**src/sv/lbpc_pkg.sv**
```systemverilog
package lbpc_pkg;

    localparam int SAMPLE_W = 12;
    localparam int MS_W     = 16;
    localparam int TIME_W   = 17;
    localparam int CODE_W   = 3;
    localparam int BTN_W    = 2;
    localparam int CFG_IDX_W  = 3;
    localparam int CFG_DATA_W = 16;

    localparam int BUTTON_COUNT_DEF = 4;
    localparam int TICK_MS          = 20;
    localparam int QUEUE_DEPTH      = 2;

    localparam logic [SAMPLE_W-1:0] NO_PRESS_ABOVE_MV = SAMPLE_W'(3000);
    localparam logic [TIME_W-1:0]   TIME_MAX          = {TIME_W{1'b1}};

    typedef logic [CODE_W-1:0] t_code;
    localparam t_code HELD_NONE = CODE_W'(4);

    typedef enum logic [1:0] {
        PH_IDLE    = 2'd0,
        PH_PRESSED = 2'd1,
        PH_LONG    = 2'd2
    } t_phase;

    localparam logic KIND_SHORT = 1'b0;
    localparam logic KIND_LONG  = 1'b1;

    localparam logic [CFG_IDX_W-1:0] CFG_SHORT   = CFG_IDX_W'(0);
    localparam logic [CFG_IDX_W-1:0] CFG_LONG    = CFG_IDX_W'(1);
    localparam logic [CFG_IDX_W-1:0] CFG_TOL     = CFG_IDX_W'(2);
    localparam logic [CFG_IDX_W-1:0] CFG_TARGET0 = CFG_IDX_W'(3);

    localparam logic [MS_W-1:0]     SHORT_RST  = MS_W'(40);
    localparam logic [MS_W-1:0]     LONG_RST   = MS_W'(1000);
    localparam logic [SAMPLE_W-1:0] TOL_RST    = SAMPLE_W'(100);

    function automatic logic [SAMPLE_W-1:0] target_rst(input int idx);
        logic [SAMPLE_W-1:0] v;
        v = SAMPLE_W'(700 * idx);
        return v;
    endfunction

    typedef struct packed {
        logic [MS_W-1:0] short_ms;
        logic [MS_W-1:0] long_ms;
    } t_press_cfg;

endpackage

```
**src/sv/lbpc_classify.sv**
```systemverilog
module lbpc_classify #(
    parameter int BUTTON_COUNT = lbpc_pkg::BUTTON_COUNT_DEF
) (
    input  logic [lbpc_pkg::SAMPLE_W-1:0]                   i_sample_mv,
    input  logic [lbpc_pkg::SAMPLE_W-1:0]                   i_tolerance_mv,
    input  logic [BUTTON_COUNT-1:0][lbpc_pkg::SAMPLE_W-1:0] i_targets,
    output lbpc_pkg::t_code                                 o_code
);

    logic [lbpc_pkg::SAMPLE_W:0] w_up;
    logic [lbpc_pkg::SAMPLE_W:0] w_hi [BUTTON_COUNT];

    assign w_up = {1'b0, i_sample_mv} + {1'b0, i_tolerance_mv};

    // Window test without signed math: target-tol <= s  <=>  s+tol >= target.
    always_comb begin
        o_code = lbpc_pkg::HELD_NONE;
        for (int b = BUTTON_COUNT - 1; b >= 0; b--) begin
            w_hi[b] = {1'b0, i_targets[b]} + {1'b0, i_tolerance_mv};
            if (w_up >= {1'b0, i_targets[b]} && {1'b0, i_sample_mv} <= w_hi[b]) begin
                o_code = lbpc_pkg::CODE_W'(b);
            end
        end
        if (i_sample_mv > lbpc_pkg::NO_PRESS_ABOVE_MV) begin
            o_code = lbpc_pkg::HELD_NONE;
        end
    end

endmodule

```
**src/sv/lbpc_queue.sv**
```systemverilog
module lbpc_queue (
    input  logic            i_clk,
    input  logic            i_rst_n,
    input  logic            i_push,
    input  lbpc_pkg::t_code i_data,
    output logic            o_not_full,
    input  logic            i_pop,
    output logic            o_valid,
    output lbpc_pkg::t_code o_data
);

    localparam int DEPTH = lbpc_pkg::QUEUE_DEPTH;
    localparam int PTR_W = (DEPTH > 1) ? $clog2(DEPTH) : 1;
    localparam int CNT_W = $clog2(DEPTH + 1);

    lbpc_pkg::t_code  r_mem [DEPTH];
    logic [PTR_W-1:0] r_wptr;
    logic [PTR_W-1:0] r_rptr;
    logic [CNT_W-1:0] r_count;

    assign o_not_full = (r_count != CNT_W'(DEPTH));
    assign o_valid    = (r_count != '0);
    assign o_data     = r_mem[r_rptr];

    always_ff @(posedge i_clk) begin
        if (i_push) begin
            r_mem[r_wptr] <= i_data;
        end
    end

    always_ff @(posedge i_clk) begin
        if (!i_rst_n) begin
            r_wptr  <= '0;
            r_rptr  <= '0;
            r_count <= '0;
        end else begin
            if (i_push) begin
                r_wptr <= (r_wptr == PTR_W'(DEPTH - 1)) ? '0 : r_wptr + 1'b1;
            end
            if (i_pop) begin
                r_rptr <= (r_rptr == PTR_W'(DEPTH - 1)) ? '0 : r_rptr + 1'b1;
            end
            case ({i_push, i_pop})
                2'b10:   r_count <= r_count + 1'b1;
                2'b01:   r_count <= r_count - 1'b1;
                default: r_count <= r_count;
            endcase
        end
    end

    a_count_bound: assert property (@(posedge i_clk) disable iff (!i_rst_n)
        r_count <= CNT_W'(DEPTH))
        else $error("queue count beyond depth");

    a_push_grows: assert property (@(posedge i_clk) disable iff (!i_rst_n)
        i_push && !i_pop |=> r_count == $past(r_count) + 1'b1)
        else $error("queue count did not grow on push");

endmodule

```
**src/sv/lbpc_press.sv**
```systemverilog
module lbpc_press (
    input  logic                 i_clk,
    input  logic                 i_rst_n,
    input  lbpc_pkg::t_press_cfg i_cfg,
    input  logic                 i_q_valid,
    input  lbpc_pkg::t_code      i_q_code,
    output logic                 o_q_pop,
    output logic                 o_valid,
    input  logic                 i_ready,
    output logic [lbpc_pkg::BTN_W-1:0] o_button,
    output logic                 o_press_kind
);

    lbpc_pkg::t_phase                r_phase, n_phase;
    lbpc_pkg::t_code                 r_held, n_held;
    logic [lbpc_pkg::TIME_W-1:0]     r_time, n_time;
    logic                            r_out_valid, n_out_valid;
    logic [lbpc_pkg::BTN_W-1:0]      r_out_button, n_out_button;
    logic                            r_out_kind, n_out_kind;
    logic [lbpc_pkg::TIME_W:0]       w_sum;
    logic [lbpc_pkg::TIME_W-1:0]     w_time_inc;
    logic                            w_pop;

    assign w_pop      = i_q_valid && (!r_out_valid || i_ready);
    assign o_q_pop    = w_pop;
    assign o_valid    = r_out_valid;
    assign o_button   = r_out_button;
    assign o_press_kind = r_out_kind;

    assign w_sum      = {1'b0, r_time} + (lbpc_pkg::TIME_W + 1)'(lbpc_pkg::TICK_MS);
    assign w_time_inc = w_sum[lbpc_pkg::TIME_W] ? lbpc_pkg::TIME_MAX
                                                : w_sum[lbpc_pkg::TIME_W-1:0];

    always_comb begin
        n_phase      = r_phase;
        n_held       = r_held;
        n_time       = r_time;
        n_out_valid  = r_out_valid && !i_ready;
        n_out_button = r_out_button;
        n_out_kind   = r_out_kind;
        if (w_pop) begin
            case (r_phase)
                lbpc_pkg::PH_PRESSED: begin
                    if (i_q_code == r_held) begin
                        n_time = w_time_inc;
                        if (w_time_inc >= {1'b0, i_cfg.long_ms}) begin
                            n_phase      = lbpc_pkg::PH_LONG;
                            n_out_valid  = 1'b1;
                            n_out_button = r_held[lbpc_pkg::BTN_W-1:0];
                            n_out_kind   = lbpc_pkg::KIND_LONG;
                        end
                    end else begin
                        if (r_time >= {1'b0, i_cfg.short_ms}) begin
                            n_out_valid  = 1'b1;
                            n_out_button = r_held[lbpc_pkg::BTN_W-1:0];
                            n_out_kind   = lbpc_pkg::KIND_SHORT;
                        end
                        n_phase = lbpc_pkg::PH_IDLE;
                        n_held  = lbpc_pkg::HELD_NONE;
                    end
                end
                lbpc_pkg::PH_LONG: begin
                    if (i_q_code != r_held) begin
                        n_phase = lbpc_pkg::PH_IDLE;
                        n_held  = lbpc_pkg::HELD_NONE;
                    end
                end
                default: begin
                    if (i_q_code != lbpc_pkg::HELD_NONE) begin
                        n_held  = i_q_code;
                        n_time  = '0;
                        n_phase = lbpc_pkg::PH_PRESSED;
                    end
                end
            endcase
        end
    end

    always_ff @(posedge i_clk) begin
        if (!i_rst_n) begin
            r_phase     <= lbpc_pkg::PH_IDLE;
            r_held      <= lbpc_pkg::HELD_NONE;
            r_time      <= '0;
            r_out_valid <= 1'b0;
        end else begin
            r_phase     <= n_phase;
            r_held      <= n_held;
            r_time      <= n_time;
            r_out_valid <= n_out_valid;
        end
    end

    always_ff @(posedge i_clk) begin
        r_out_button <= n_out_button;
        r_out_kind   <= n_out_kind;
    end

    a_held_when_active: assert property (@(posedge i_clk) disable iff (!i_rst_n)
        r_phase != lbpc_pkg::PH_IDLE |-> r_held != lbpc_pkg::HELD_NONE)
        else $error("active phase without a held button");

    a_none_when_idle: assert property (@(posedge i_clk) disable iff (!i_rst_n)
        r_phase == lbpc_pkg::PH_IDLE |-> r_held == lbpc_pkg::HELD_NONE)
        else $error("idle phase still holds a button");

    a_long_event: assert property (@(posedge i_clk) disable iff (!i_rst_n)
        $rose(r_phase == lbpc_pkg::PH_LONG) |->
            r_out_valid && r_out_kind == lbpc_pkg::KIND_LONG)
        else $error("long phase entered without a long-press event");

endmodule

```
**src/sv/ladder_button_press_classifier.sv**
```systemverilog
// Channel  Direction  Handshake           Payload
// sample   in         i_valid / o_ready   i_sample_mv[11:0]
// event    out        o_valid / i_ready   o_button[1:0], o_press_kind
// config   in         i_cfg_we            i_cfg_idx[2:0], i_cfg_data[15:0]
//
// One sample per cycle sustained while o_ready is high. A sample is classified as
// it is accepted and queued; the press tracker takes it from the queue, and its
// event is registered into the output register that drives o_valid.
// Reset (synchronous) loads the default thresholds and targets, empties the
// queue and returns the tracker to idle.
// The two-entry queue absorbs back pressure; the tracker holds while an event
// waits in its output register, and o_ready drops only when the queue is full.
module ladder_button_press_classifier #(
    parameter int BUTTON_COUNT = lbpc_pkg::BUTTON_COUNT_DEF
) (
    input  logic                                i_clk,
    input  logic                                i_rst_n,
    input  logic                                i_valid,
    output logic                                o_ready,
    input  logic [lbpc_pkg::SAMPLE_W-1:0]       i_sample_mv,
    output logic                                o_valid,
    input  logic                                i_ready,
    output logic [lbpc_pkg::BTN_W-1:0]          o_button,
    output logic                                o_press_kind,
    input  logic                                i_cfg_we,
    input  logic [lbpc_pkg::CFG_IDX_W-1:0]      i_cfg_idx,
    input  logic [lbpc_pkg::CFG_DATA_W-1:0]     i_cfg_data
);

    lbpc_pkg::t_press_cfg                    r_press_cfg;
    logic [lbpc_pkg::SAMPLE_W-1:0]           r_tolerance;
    logic [BUTTON_COUNT-1:0][lbpc_pkg::SAMPLE_W-1:0] r_targets;

    lbpc_pkg::t_code w_code;
    lbpc_pkg::t_code w_q_code;
    logic            w_not_full;
    logic            w_q_valid;
    logic            w_q_pop;
    logic            w_push;

    always_ff @(posedge i_clk) begin
        if (!i_rst_n) begin
            r_press_cfg.short_ms <= lbpc_pkg::SHORT_RST;
            r_press_cfg.long_ms  <= lbpc_pkg::LONG_RST;
            r_tolerance          <= lbpc_pkg::TOL_RST;
            for (int b = 0; b < BUTTON_COUNT; b++) begin
                r_targets[b] <= lbpc_pkg::target_rst(b);
            end
        end else if (i_cfg_we) begin
            case (i_cfg_idx)
                lbpc_pkg::CFG_SHORT: r_press_cfg.short_ms <= i_cfg_data;
                lbpc_pkg::CFG_LONG:  r_press_cfg.long_ms  <= i_cfg_data;
                lbpc_pkg::CFG_TOL:   r_tolerance <= i_cfg_data[lbpc_pkg::SAMPLE_W-1:0];
                default: begin
                    for (int b = 0; b < BUTTON_COUNT; b++) begin
                        if (i_cfg_idx == lbpc_pkg::CFG_IDX_W'(32'(lbpc_pkg::CFG_TARGET0) + b)) begin
                            r_targets[b] <= i_cfg_data[lbpc_pkg::SAMPLE_W-1:0];
                        end
                    end
                end
            endcase
        end
    end

    lbpc_classify #(
        .BUTTON_COUNT (BUTTON_COUNT)
    ) u_classify (
        .i_sample_mv    (i_sample_mv),
        .i_tolerance_mv (r_tolerance),
        .i_targets      (r_targets),
        .o_code         (w_code)
    );

    assign o_ready = w_not_full;
    assign w_push  = i_valid && w_not_full;

    lbpc_queue u_queue (
        .i_clk      (i_clk),
        .i_rst_n    (i_rst_n),
        .i_push     (w_push),
        .i_data     (w_code),
        .o_not_full (w_not_full),
        .i_pop      (w_q_pop),
        .o_valid    (w_q_valid),
        .o_data     (w_q_code)
    );

    lbpc_press u_press (
        .i_clk        (i_clk),
        .i_rst_n      (i_rst_n),
        .i_cfg        (r_press_cfg),
        .i_q_valid    (w_q_valid),
        .i_q_code     (w_q_code),
        .o_q_pop      (w_q_pop),
        .o_valid      (o_valid),
        .i_ready      (i_ready),
        .o_button     (o_button),
        .o_press_kind (o_press_kind)
    );

endmodule

```
**config.mk**
```make
export PLATFORM = sky130hd
export DESIGN_NAME = ladder_button_press_classifier
export DESIGN_NICKNAME = d
export VERILOG_FILES = /design/src/sv/lbpc_pkg.sv /design/src/sv/lbpc_classify.sv /design/src/sv/lbpc_queue.sv /design/src/sv/lbpc_press.sv /design/src/sv/ladder_button_press_classifier.sv
export SDC_FILE = /design/constraint.sdc
export NUM_CORES = 1
export LEC_CHECK = 0
export BUFFER_PORTS_ARGS = -buffer_cell sky130_fd_sc_hd__clkbuf_2
export CAP_MARGIN = 40
export CORE_MARGIN = 2
export CORE_UTILIZATION = 64
export DETAILED_ROUTE_END_ITERATION = 10
export MAX_ROUTING_LAYER = met4
export PLACE_DENSITY = 0.81
export SETUP_SLACK_MARGIN = 0.1
export SLEW_MARGIN = 25
export SYNTH_ARGS = -nofsm -noshare
export SYNTH_HDL_FRONTEND = slang
export SYNTH_SLANG_ARGS = --single-unit
export TNS_END_PERCENT = 1
```
**constraint.sdc**
```tcl
create_clock -name i_clk -period 4.73 [get_ports i_clk]
set_input_delay 0.7095 -clock i_clk [delete_from_list [all_inputs] [get_ports i_clk]]
set_output_delay 0.7095 -clock i_clk [all_outputs]
set_load 0.01 [all_outputs]
```
==> impl_results.md, run 1 <==
- FMAX: 0.2338 GHz
- Post-synth EDFFs: 9
- Share of layout cells above drive strength 1: 0.07539
- Diodes inserted: 0
- Period utilisation layout: 0.9042
- Final Net Count: 1573
- Setup violators final: 0
- Cells on worst reg2reg path: 16
- Clock skew: 0.009227 ns
- Hold_buf cts: 0
- Required time of the critical path: 4.90 ns
- Distinct cell type count after synthesis: 64
- Synth warnings: 0
- Post-synthesis sequential area ratio: 0.2514
- Synthesized area: 10630 µm²
- GPL Wtd Cong: 1.045
- Die area: 17650 µm²
- Slew margin rel.: 0.4513
- Top-area cell type share of the netlist area: 0.2260
- Wirelength per Cell: 18.42 µm
- VDD IR-drop max: 288.6 µV
- Syn nets: 1537
- Leak pwr: 5.171 nW
- Ys flop type: dfxtp_1
- Worst-path clk slew: 0.06 ns
- Setup TNS: 0 ns
- Syn Area/Cell: 8.151 µm²
- Rows: 47
- Asr flop ratio synth: 0
- Pre-Repair DR Iteration Count: 6
- Vias in the first global route: 8897
- Max H-tree Level: 4
- Die Wd: 132.9 µm
- Worst-margin pin slew: 0.8231 ns
- Starting Density: 0.6478
- CP arrival: 4.44 ns
- Fin area: 11670 µm²
- Reg-to-reg critical path endpoint: u_queue.r_mem[1][1]
- First-pass GRT wire length: 46670 µm
- Gate Count Post-Synth: 1304
- Hold WC Path Type: reg -> reg
- Leading area contributor after synthesis: dfxtp_1
- Pins Over Slew Limit: 0
- Drt via density: 6.028
- Post-CTS setup buffers: 0
- Largest net degree at the start of global routing: 105
- DP HPWL: 21980 µm
- Most common cell after layout, fill and taps aside: nand2_1
- Unrepaired setup endpoints after global routing: no
- Routed via count: 9482
- FF+latch count, synth: 129
- Clk_lat worst skew: 0.42 ns
- Die height: 132.9 µm
- Root buf cell: clkbuf_16
- Grt ovf: 0
- Crit start category: primary input
- Clock buffer count from CTS: 17
- Clk buf depth: 2
- I/O Buffers: 40
- Tmin final: 4.277 ns
- # DRC: 0
- Initial antenna violation count: 0
- Power per cell area: 294.9 nW/µm²
- GRT Overall Usage: 0.3454
- Ranking of synthesized cells by area: dfxtp_1 23%, ha_1 23%, nand2_1 7.8%, a21boi_0 5.0%, inv_1 3.5%
- R2r setup slk: 0.48 ns
- CP Capture Type: register
- Area grow syn2layout: 9.817%
- WL final: 28970 µm
- Ports: 41
- Status: finished clean
- Number of routed nets with antenna violations: 0
- Max FO, Critical Path: 7
- Placed Area: 11060 µm²
- Max_cap viols: 0
- Reg2Reg Launch Point: r_tolerance[0]
- Setup crit end: u_queue.r_mem[1][1]
- Core ar.: 16410 µm²
- Most frequent cells in the layout: 222 x nand2_1, 192 x ha_1, 119 x dfxtp_1
- Final Hold Violating Endpoints: 0
- Critical path class: in -> reg
- CTS sink count: 129
- Setup crit start: i_sample_mv[1]
- Violation count after the first detailed-route iteration: 795
- CTS tree: yes
## sequential cells by signal, indices dropped and copies added, names as in the netlist, named ones only
name                  count
r_targets                48
u_queue.r_mem             6
r_tolerance              12
u_press.o_valid           1
u_press.o_press_kind      1
u_queue.r_rptr            1
u_press.r_time           17
u_queue.r_wptr            1
u_press.o_button          2
u_press.r_phase           2
r_press_cfg              32
u_press.r_held            3
u_queue.r_count           2
## critical path, cell delays in order
cell and delay, ns:
clkbuf_2 0.17, ha_1 0.32, a21o_1 0.16, a21oi_1 0.21
nor2b_1 0.10, o211ai_1 0.20, nand2_1 0.13, a41oi_1 0.28
nor2b_1 0.19, xnor2_1 0.17, ha_1 0.26, a2111oi_1 0.58
nand2_1 0.10, a311oi_1 0.27, o21ai_0 0.13, o21ai_0 0.18
nand2_1 0.11, and3_1 0.18
## report_power, final
part           leakage [nW]  internal, mW  switching, mW
clock network         0.278         0.759          0.537
logic                  3.83         0.388          0.539
registers              1.06          1.17         0.0513
total                  5.17          2.32           1.13
## metal layers
metal,GRT usage,up-vias,part of all wire
li1,-,4712,-
met1,0.4698,4389,0.46
met2,0.5242,328,0.44
met3,0.04751,53,0.066
met4,0.1260,0,0.027
met5,-,-,0
## synthesized netlist by cell type, types with 4 or more instances
cell type	number
o21a_1	18
nor2b_1	44
inv_1	99
mux2i_1	4
a2111oi_0	7
o21bai_1	4
edfxtp_1	9
xor2_1	25
fa_1	5
o211ai_1	28
o21ai_0	52
a21o_1	32
xnor2_1	33
a21oi_1	73
or3_1	7
a211oi_1	10
nand4_1	22
nand2_1	222
ha_1	192
or2_2	6
and2_1	5
dfxtp_1	120
nor3_1	16
a41oi_1	4
nor2_1	44
a22oi_1	14
nand3_1	23
and3_1	10
nand2b_1	23
a21boi_0	71
clkbuf_1	30
## cells by family (layout without fill, tap and decap cells)
logic type	after synthesis	in the layout	share of synthesized area
adder cells (fa/ha/maj)	197	197	0.2354
flip-flops	129	129	0.2514
buffers and inverters	133	182	0.04862
AO/OA/AOI/OAI	346	346	0.2194
XOR/XNOR	58	58	0.04779
AND/OR/NAND/NOR	435	435	0.1912
multiplexers	6	6	0.006121
## worst min-delay path by stage
| stage | from | endpoint | cells past startpoint |
|---|---|---|---|
| 2_1_floorplan | u_press.r_time[0] | u_press.r_time[0] | 2 |
| 3_3_place_gp | r_press_cfg[30] | r_press_cfg[30] | 2 |
| 3_5_place_dp | r_press_cfg[14] | r_press_cfg[14] | 2 |
| 4_1_cts | r_press_cfg[2] | r_press_cfg[2] | 2 |
| 5_1_grt | r_press_cfg[27] | r_press_cfg[27] | 2 |
| 6_report | r_press_cfg[31] | r_press_cfg[31] | 2 |
## layout make-up
| class | count | area, µm² |
|---|---|---|
| clock buffer | 19 | 452.9 |
| clock inverter | 13 | 125.1 |
| multi-input combinational | 1042 | 7470 |
| sequential | 129 | 2674 |
| fill | 1330 | 4735 |
| tap | 220 | 275.3 |
| inverter | 100 | 376.6 |
| timing repair buffer | 50 | 299.0 |
## per-stage QoR
step / std cells / util / setup slack [ns] / hold WS [ns] / power, mW
after global placement: 1538 / 0.6722 / 0.3326 / 0.4527 / 2.109
after CTS: 1572 / 0.7095 / 0.3499 / 0.4689 / 3.434
after detailed placement: 1540 / 0.6743 / 0.1464 / 0.4605 / 2.137
after global routing: 1573 / 0.7114 / 0.1488 / 0.4873 / 3.616
final: 1573 / 0.7114 / 0.4530 / 0.4639 / 3.443
after floorplan: 1304 / - / 0.9286 / 0.4403 / 1.909
## what timing repair did
item / in CTS / in global routing
resized for setup: 0 / 3
endpoints found under the hold margin: 0 / 0
endpoints found under the setup margin: 0 / 6
Note: power is estimated with default switching activity, not from simulation.
==> run 2: changes to the inputs <==
- ABC_AREA: unset -> 1
- CORE_ASPECT_RATIO: unset -> 1.5
==> run 2 against run 1 <==
Net effect: highest routed layer unchanged; clock skew rose by 0.0035 ns; power up 11%; combinational power rose by 26%; cell count rose by 11%; final area increased by 0.56%; die area grew 0.92%; synthesized area grew 0.82%; largest power group unchanged.
==> impl_results.md, run 2 <==
- Overall power: 3.813 mW
- Inst Count DP: 1715
- Grt ovf: 0
- Syn nets: 1721
- Max_cap viols: 0
- Max H-tree Level: 4
- Synth warnings: 0
- DP HPWL: 24510 µm
- Violation count after the first detailed-route iteration: 621
- Post-route setup slack: 0.6351 ns
- Setup TNS: 0 ns
- Vias in the first global route: 10090
- Pins Over Slew Limit: 0
- CP Capture Type: register
- Status: finished clean
- FMAX: 0.2442 GHz
- FF/Latch Area: 2673 µm²
- Most frequent cells in the layout: 282 x nand2_1, 198 x inv_1, 192 x ha_1
- Post-route insts no fill: 1749
- Required time of the critical path: 4.97 ns
- CTS tree: yes
- Syn Area/Cell: 7.202 µm²
- Share of layout cells above drive strength 1: 0.07607
- Ranking of synthesized cells by area: dfxtp_1 22%, ha_1 22%, nand2_1 9.9%, a21oi_1 7.9%, inv_1 6.9%
- Leak pwr: 5.781 nW
- Top reg by flops: r_targets
- Power per cell area: 324.8 nW/µm²
- Tmin final: 4.095 ns
- Hold WC Path Type: reg -> reg
- Unrepaired setup endpoints after global routing: no
- Worst-margin pin slew: 0.8408 ns
- Placed Area: 11100 µm²
- Wirelength per Cell: 17.72 µm
- Initial antenna violation count: 1
- Most common cell after layout, fill and taps aside: nand2_1
- Starting Density: 0.6449
- Post-synthesis sequential area ratio: 0.2494
- Largest registers: r_targets (48), r_press_cfg (32), u_press.r_time (17)
- Largest net degree at the start of global routing: 78
- Asr flop ratio synth: 0
- Drt via density: 5.886
- FF+latch count, synth: 129
- Crit start category: register
- Fin area: 11740 µm²
- Slew margin rel.: 0.4374
- Post-Synth XOR/XNOR Area: 0.04892
- Routed via count: 10290
- Multiplexer area fraction after synthesis: 0
- VDD IR-drop max: 303.5 µV
- DP Worst Slack: 0.4949 ns
- Gate Count Post-Synth: 1488
- Distinct cell type count after synthesis: 45
- Ys flop type: dfxtp_1
- Adder-cell share of the synthesized area: 0.2335
- Critical path class: reg -> reg
- Worst-path clk slew: 0.06 ns
- Largest family of logic cells by synthesized area: adder cells
- WL final: 30990 µm
- Post_cts resized: 0
- Clock skew: 0.01272 ns
- CP arrival: 4.33 ns
- Leading area contributor after synthesis: dfxtp_1
- GPL Wtd Cong: 0.9761
- # DRC: 0
- Final Net Count: 1758
- Clk buf depth: 2
- I/O Buffers: 40
- Most numerous cell in the Yosys netlist: nand2_1
- Pre-Repair DR Iteration Count: 5
- Synth Area in Compound Gates: 0.1802
- Core ar.: 16620 µm²
- Period utilisation layout: 0.8657
- Area grow syn2layout: 9.527%
- Root buf cell: clkbuf_16
- Rows: 58
- Clock buffer count from CTS: 17
- Area of the multi-input gates: 7161 µm²
- Die area: 17820 µm²
- First-pass GRT wire length: 48960 µm
- Ports: 41
- Post-synth EDFFs: 9
- Filler Cell Count: 1470
- Top-area cell type share of the netlist area: 0.2242
- Hold_buf cts: 0
- Synthesized area: 10720 µm²
- Clk_lat worst skew: 0.43 ns
- Final Hold Violating Endpoints: 0
- Die height: 162.5 µm
- Synth Area in Simple Gates: 0.2056
- CTS sink count: 129
- GRT Overall Usage: 0.3703
- Post-CTS setup buffers: 0
- Number of routed nets with antenna violations: 0
- Max reg flops: 48
- Die Wd: 109.7 µm
- Top cells by count, synth: 282 x nand2_1, 198 x inv_1, 192 x ha_1
- Max FO, Critical Path: 7
- Setup violators final: 0
## run 2: path summary, 6_finish.rpt
check,from,end,slack [ns],depth (start not counted)
worst max register to register,r_tolerance[1],u_queue.r_mem[0][2],0.64,22
worst max-delay path,r_tolerance[1],u_queue.r_mem[0][2],0.64,22
worst min register to register,u_queue.r_rptr,register,0.46,1
worst min-delay path,u_queue.r_rptr,register,0.46,1
## run 2: kinds of logic (layout without fill, tap and decap cells)
group / Yosys count / in the layout
AND/OR/NAND/NOR: 521 / 521
AO/OA/AOI/OAI: 351 / 351
buffers and inverters: 231 / 281
adder cells (fa/ha/maj): 197 / 197
flip-flops: 129 / 129
XOR/XNOR: 59 / 59
other: 0 / 1
## run 2: where the power goes
part / total [mW] / switching [mW] / internal, mW
Combinational: 1.17 / 0.759 / 0.411
Sequential: 1.25 / 0.0619 / 1.19
Clock: 1.39 / 0.520 / 0.875
Total: 3.81 / 1.34 / 2.47
## run 2: routing by layer
metal,track usage,part of all wire
met4,0.2785,0.078
met1,0.3605,0.36
met5,-,0
met3,0.07003,0.047
met2,0.6366,0.51
## run 2: layout make-up
class / count / area share
clock buffers: 20 / 0.03987
inverters: 202 / 0.06460
clock inverters: 12 / 0.01332
multi-input cells: 1128 / 0.6101
well taps: 210 / 0.02239
flip-flops and latches: 129 / 0.2277
diodes: 1 / 0.0002132
repair buffers: 47 / 0.02185
## run 2: metrics by stage
step | util | hold WS (ns)
2_1_floorplan | - | 0.4257
3_3_place_gp | 0.6665 | 0.4334
3_5_place_dp | 0.6679 | 0.4514
4_1_cts | 0.7055 | 0.4587
5_1_grt | 0.7063 | 0.4785
6_report | 0.7063 | 0.4614
## run 2: worst max-delay path, stage by stage, from the launching register on
cell and delay, ns:
dfxtp_1 0.51, inv_1 0.25, fa_1 0.47, o21ai_0 0.19
buf_4 0.16, a21oi_1 0.05, o21ai_0 0.29, a21oi_1 0.17
xnor2_1 0.37, ha_1 0.34, nand2_1 0.07, nor2_1 0.05
nor2_1 0.09, o21ai_0 0.09, nor2_1 0.09, nand2_1 0.07
nand2_1 0.08, nand2_1 0.07, nand2_1 0.06, nand2_1 0.05
nand2_1 0.10, nand2_1 0.06, o21ai_0 0.25
